**src/sv/tun_pkg.sv**
```systemverilog
package tun_pkg;

    // Defaults for the top-level parameters.
    localparam int COORD_WIDTH_DEF   = 24;
    localparam int OUT_FRAC_BITS_DEF = 15;

    // Width of each result component.
    localparam int OUT_WIDTH = 16;

    // Control word that travels beside the data through every stage.
    typedef struct packed {
        logic       valid;
        logic       degenerate;
        logic [2:0] neg;
    } tun_ctrl_t;

endpackage

```
**src/sv/tun_cell.sv**
```systemverilog
// One digit cell: decides bit BIT of all three quotient magnitudes by a
// shift-and-subtract step on the remainder N - t^2 * S, t = 2m - 1.
module tun_cell #(
    parameter int CW  = tun_pkg::COORD_WIDTH_DEF,
    parameter int F   = tun_pkg::OUT_FRAC_BITS_DEF,
    parameter int BIT = 0
) (
    input  logic                    clk,
    input  logic                    rst_n,
    input  logic                    advance,
    input  tun_pkg::tun_ctrl_t      ctrl_in,
    input  logic [2*(2*CW+2)+1:0]   s_in,
    input  logic signed [2*(2*CW+2)+2*F+8:0] r_in [3],
    input  logic signed [2*(2*CW+2)+2*F+8:0] p_in [3],
    input  logic [F:0]              m_in [3],
    output tun_pkg::tun_ctrl_t      ctrl_out,
    output logic [2*(2*CW+2)+1:0]   s_out,
    output logic signed [2*(2*CW+2)+2*F+8:0] r_out [3],
    output logic signed [2*(2*CW+2)+2*F+8:0] p_out [3],
    output logic [F:0]              m_out [3]
);
    localparam int MW = 2 * CW + 2;
    localparam int LW = 2 * MW + 2 * F + 9;

    tun_pkg::tun_ctrl_t   ctrl_reg;
    logic [2*MW+1:0]      s_reg;
    logic signed [LW-1:0] r_reg [3];
    logic signed [LW-1:0] p_reg [3];
    logic [F:0]           m_reg [3];
    logic signed [LW-1:0] s_ext;
    logic signed [LW-1:0] delta [3];
    logic signed [LW-1:0] diff [3];
    logic signed [LW-1:0] r_next [3];
    logic signed [LW-1:0] p_next [3];
    logic [F:0]           m_next [3];

    // Trial step: accept the bit when the remainder stays non-negative.
    always_comb
    begin
        s_ext = $signed(LW'(s_in));
        for (int i = 0; i < 3; i++)
        begin
            delta[i] = (p_in[i] <<< (BIT + 2)) + (s_ext <<< (2 * BIT + 2));
            diff[i]  = r_in[i] - delta[i];
            if (!diff[i][LW-1])
            begin
                r_next[i] = diff[i];
                p_next[i] = p_in[i] + (s_ext <<< (BIT + 1));
                m_next[i] = m_in[i] | ((F+1)'(1) << BIT);
            end
            else
            begin
                r_next[i] = r_in[i];
                p_next[i] = p_in[i];
                m_next[i] = m_in[i];
            end
        end
    end

    always_ff @(posedge clk or negedge rst_n)
    begin
        if (!rst_n)
        begin
            ctrl_reg <= '0;
        end
        else if (advance)
        begin
            ctrl_reg <= ctrl_in;
        end
    end

    always_ff @(posedge clk)
    begin
        if (advance)
        begin
            s_reg <= s_in;
            r_reg <= r_next;
            p_reg <= p_next;
            m_reg <= m_next;
        end
    end

    assign ctrl_out = ctrl_reg;
    assign s_out    = s_reg;
    assign r_out    = r_reg;
    assign p_out    = p_reg;
    assign m_out    = m_reg;

endmodule

```
**config.mk**
```make
export PLATFORM = sky130hd
export DESIGN_NAME = tun_cell
export DESIGN_NICKNAME = d
export VERILOG_FILES = /design/src/sv/tun_pkg.sv /design/src/sv/tun_cell.sv
export SDC_FILE = /design/constraint.sdc
export NUM_CORES = 2
export LEC_CHECK = 0
export BUFFER_PORTS_ARGS = -buffer_cell sky130_fd_sc_hd__buf_2
export CORE_AREA = 2 2 761 763
export DETAILED_ROUTE_END_ITERATION = 16
export DIE_AREA = 0 0 763 765
export PLACE_DENSITY = 0.3
export RECOVER_POWER = 50
export SYNTH_ARGS = -nofsm -noshare
export SYNTH_HDL_FRONTEND = slang
export SYNTH_SLANG_ARGS = --single-unit
```
**constraint.sdc**
```tcl
create_clock -name clk -period 1 [get_ports clk]
set_clock_uncertainty 0.1 [all_clocks]
set_input_delay 0.05 -clock clk [delete_from_list [all_inputs] [get_ports clk]]
set_output_delay 0.05 -clock clk [all_outputs]
set_load 0.005 [all_outputs]
```
# After elaboration in Yosys (flattened, before gate mapping)
# Index checks and enable logic that the tools add are counted.
# Widths: inputs -> output; s select.
# totals
register_bits	989
out_inout_bits	989
wordCells	34
input_bits	992
# op_classes
add_sub_neg	9
n_mux	6
# ops
op	count
$add 139x104->139	3
$add 139x105->139	3
$mux 139	3
$sub 139x139->139	3
$mux 138	3

# Depth between registers and ports, before layout
# depth
depth_word	3
depth_mapped	20
depth_no_buf	17

# Least setup slack after synthesis
# OpenSTA, ideal clock, no wires.
# synth_timing
path_kind	input -> register
startpoint	in s_in[59]
endpoint	reg p_reg, in the netlist p_out[112] (data pin)
slack_ns	-3.123
arrival_ns	3.766
cell_stages	17
t_required_ns	0.642
n_path_buf	1
setup_time_ns	0.258
cell_sequence	inv_1 fa_1 ha_1 clkbuf_1 a21oi_1 o21ai_1 a21o_1 a211o_1 a21o_1 a221o_1 o21ba_2 nor2b_2 o211ai_1 nor2_2 nand3_1 or3_1 xnor2_1
# synth_lines
item	line_no	source
from (decl)	tun_cell.sv:12	input logic [2*(2*CW+2)+1:0] s_in,
to (signal assigned)	tun_cell.sv:78	p_reg <= p_next;
to (decl)	tun_cell.sv:28	logic signed [LW-1:0] p_reg [3];

==> flow_summary.yaml <==
run_status:
  outcome: "finished with violations"
  violations: "hold timing, capacitance limit, slew limit, setup timing"
logic_synthesis:
  synth_edf_count: 984
  syn_area_sq_um: 95200
  synthArstFlopShare: 0.00506
  yosysWarnings: 0
  yosysUniqueCellTypes: 112
  ys.flop_type: "edfxtp_1"
  synthSimpleGateAreaFrac: 0.145
  synth_fa_ha_area_frac: 0.173
  synth_top_family_by_area: "compound AO/OA/AOI/OAI gates"
  synth_xor_area_frac: 0.0741
  syn_area_per_cell_sq_um: 8.66
  ys_ff_latch: 989
  synthMuxAreaShare: 0.0171
  ys_seq_area_frac: 0.312
  postSynthCellCount: 11000
  synth_fp_nets: 13100
  synth-compound-area-share: 0.219
grt:
  grtUsageTotal: 0.266
  gr-total-overflow: 0
  grt_max_degree: 59
  grt_pass1_wl_microns: 1060000
  grt_pass1_vias: 120000
  antenna_found_initial: 324
floorplan:
  dieArea_sq_um: 584000
  chipWidth_microns: 763
  rows: 279
  io_pins: 1981
  core_sq_um: 576000
  die_h_microns: 765
  start_util: 0.165
critical_path:
  cpPeakStageDelay_ps: 1150
  critPathCaptureType: "flip-flop"
  crit_type: "input port to flip-flop"
  r2r_start: "ctrl_out[2]"
  arrival_ps: 4840
  cp_top_family: "compound AO/OA/AOI/OAI gates"
  reg2reg_slack_ps: 150
  reg2reg_to: "ctrl_out[2]"
  r2r_cells: 1
  crit_required_ps: 1550
  startpoint: "s_in[45]"
  startpoint_type: "input port"
  worstPathCellList: "buf_2 > clkbuf_1 > ha_1 > buf_4 > nand2_1 > o21ai_0 > a21oi_1 > buf_4 > o41ai_4 > buf_12 > a21oi_2 > o31ai_4 > a21oi_2 > o41ai_4 > buf_4 > nand3_4 > buf_12 > buf_4 > xnor2_1"
  path_max_fanout: 7
  critPathBufInv: 8
  cpMostUsedCell: "buf_4"
  cp_slowest_cell: "o21ai_0"
worst_hold_path:
  holdCritStartpoint: "p_in[278]"
  holdPathEnd: "p_out[278]"
  hp-class: "input port to flip-flop"
  min_delay_path_depth: 1
clock_tree:
  cts_sinks: 989
  cts_buffers: 157
  clk_latency_ps: 910
  clockBufferDepth: 4
  cts-root-buf: "clkbuf_16"
  cts_tree: "built"
  clk_pin_slew_ps: 50
  cts.htree.levels: 4
timing:
  tightest_slew_ps: 1510
  final.min_clock_period_ps: 4290
  setup_viol: 2791
  slew_headroom: -0.0145
  min_period_over_period: 4.29
  fmax_mhz: 233
  rsz0062_at_grt: "true"
  holdWs_ps: -735
  drv_slew: 2
  hold_viol: 172
  setup_tns_ps: -3312940
  setup_ws_ps: -3290
detailed_routing:
  ant_nets: 0
  routed_wl_microns: 819000
  drc_errors: 0
  drt-wirelength-per-cell_microns: 30.5
  viasPerCell: 4.43
  first_pass_iters: 5
  drt_iter0_markers: 8358
  vias: 119000
place:
  dp_slack_ps: -5690
  numPortBuffers: 1980
  placed_cells: 24900
  gp_congestion: 0.970
  dp_hpwl_microns: 707000
pwr:
  finalPower_w: 0.307
  power_density_nw_per_um2: 1690
  p_leak_nw: 83.0
  ir_drop_v: 0.00128
layout:
  syn_to_final_growth_pct: 90.3
  nets: 21200
  drive_gt1_frac: 0.437
  final_cells: 26900
  layout_commonest_cell: "buf_4"
  most-common-layout-cells: "4623 x buf_4, 1906 x buf_2, 1287 x dlygate4sd3_1"
flow_run:
  max_cap_violations: 1
registers in the layout (all words and copies together), names as in the netlist:
name and cells:
ctrl_out 5, s_out 102, r_out 417, m_out 48, p_out 417
per-stage QoR:
stage	utilization	area, sq um	hold slack (ps)
after global routing	0.315	181000	-785
final	0.315	181000	-735
after CTS	0.303	174000	-852
after floorplan	-	95700	-346
after detailed placement	0.265	152000	-217
after global placement	0.265	152000	-218
synth_stat cells, drive strengths merged (13+ instances only):
cell / instances / area share
nand3: 154 / 0.0083
mux2i: 32 / 0.0034
clkbuf: 397 / 0.016
nor4: 54 / 0.0039
a21o: 410 / 0.032
o221ai: 19 / 0.0017
a21oi: 1068 / 0.056
nand4: 369 / 0.024
nor2: 613 / 0.024
a211oi: 56 / 0.0048
o41ai: 24 / 0.0031
mux2: 116 / 0.014
ha: 822 / 0.11
edfxtp: 984 / 0.31
inv: 955 / 0.038
o31ai: 56 / 0.0048
o31a: 15 / 0.0014
and4: 20 / 0.0018
a41oi: 14 / 0.0015
nand2b: 54 / 0.0035
nand2: 1317 / 0.052
a211o: 13 / 0.0012
nor2b: 49 / 0.0032
a31o: 18 / 0.0017
a21boi: 54 / 0.0043
o21a: 80 / 0.0063
and2: 36 / 0.0024
a31oi: 69 / 0.0048
buf: 125 / 0.0066
or2: 46 / 0.0030
a221oi: 42 / 0.0040
fa: 309 / 0.065
xor2: 338 / 0.031
or3: 40 / 0.0026
o211ai: 47 / 0.0038
o21bai: 222 / 0.018
o21ai: 1127 / 0.059
xnor2: 467 / 0.043
nor3: 146 / 0.0077
and3: 66 / 0.0043
worst max-delay path by stage:
stage | to | slack, ps | cells after the start
finish | p_out[382] | -3290 | 19
global route | p_out[406] | -3250 | 19
CTS | r_out[263] | -3200 | 26
detailed placement | r_out[250] | -5690 | 24
global placement | r_out[250] | -5740 | 24
floorplan | p_out[409] | -3010 | 18
power by group:
group | internal [W] | switching, W | leakage, nW
logic | 0.0841 | 0.0977 | 70.8
clock network | 0.0350 | 0.0251 | 2.53
registers | 0.0584 | 0.00692 | 9.67
total | 0.177 | 0.130 | 83.0
routing by layer:
metal | part of all wire | vias up | routed length [microns] | track usage
li1 | - | 55800 | - | -
met1 | 0.42 | 58000 | 342000 | 0.332
met2 | 0.46 | 3780 | 376000 | 0.447
met3 | 0.070 | 1172 | 57200 | 0.0609
met4 | 0.052 | 142 | 42900 | 0.0995
met5 | 0.0012 | - | 956 | 0
area by class of cell:
class	instances	area, sq um
Tap cell	7587	9490
Multi-Input combinational cell	8534	66100
Timing Repair Buffer	8415	66800
Fill cell	62100	394000
Clock buffer	186	4130
Sequential cell	989	29700
Antenna cell	98	245
Clock inverter	96	1110
Inverter	955	3660
cells by family (layout without fill, tap and decap cells):
family                   after synthesis  count (layout)
buffers and inverters               1477            9652
AO/OA/AOI/OAI                       3441            3441
AND/OR/NAND/NOR                     3009            3009
multiplexers                         148             148
other                                  0              98
XOR/XNOR                             805             805
flip-flops                           989             989
adder cells (fa/ha/maj)             1131            1131
timing repair:
| item | 4_1_cts | 5_1_grt |
|---|---|---|
| hold buffers | 1174 | 138 |
| setup endpoints to repair | 1823 | 2794 |
| pin swaps | 214 | 337 |
| setup buffers | 112 | 164 |
| hold endpoints to repair | 1978 | 255 |
| cloned | 23 | 26 |
| gates resized for setup | 770 | 936 |
Power figures use the tool's default switching activity.
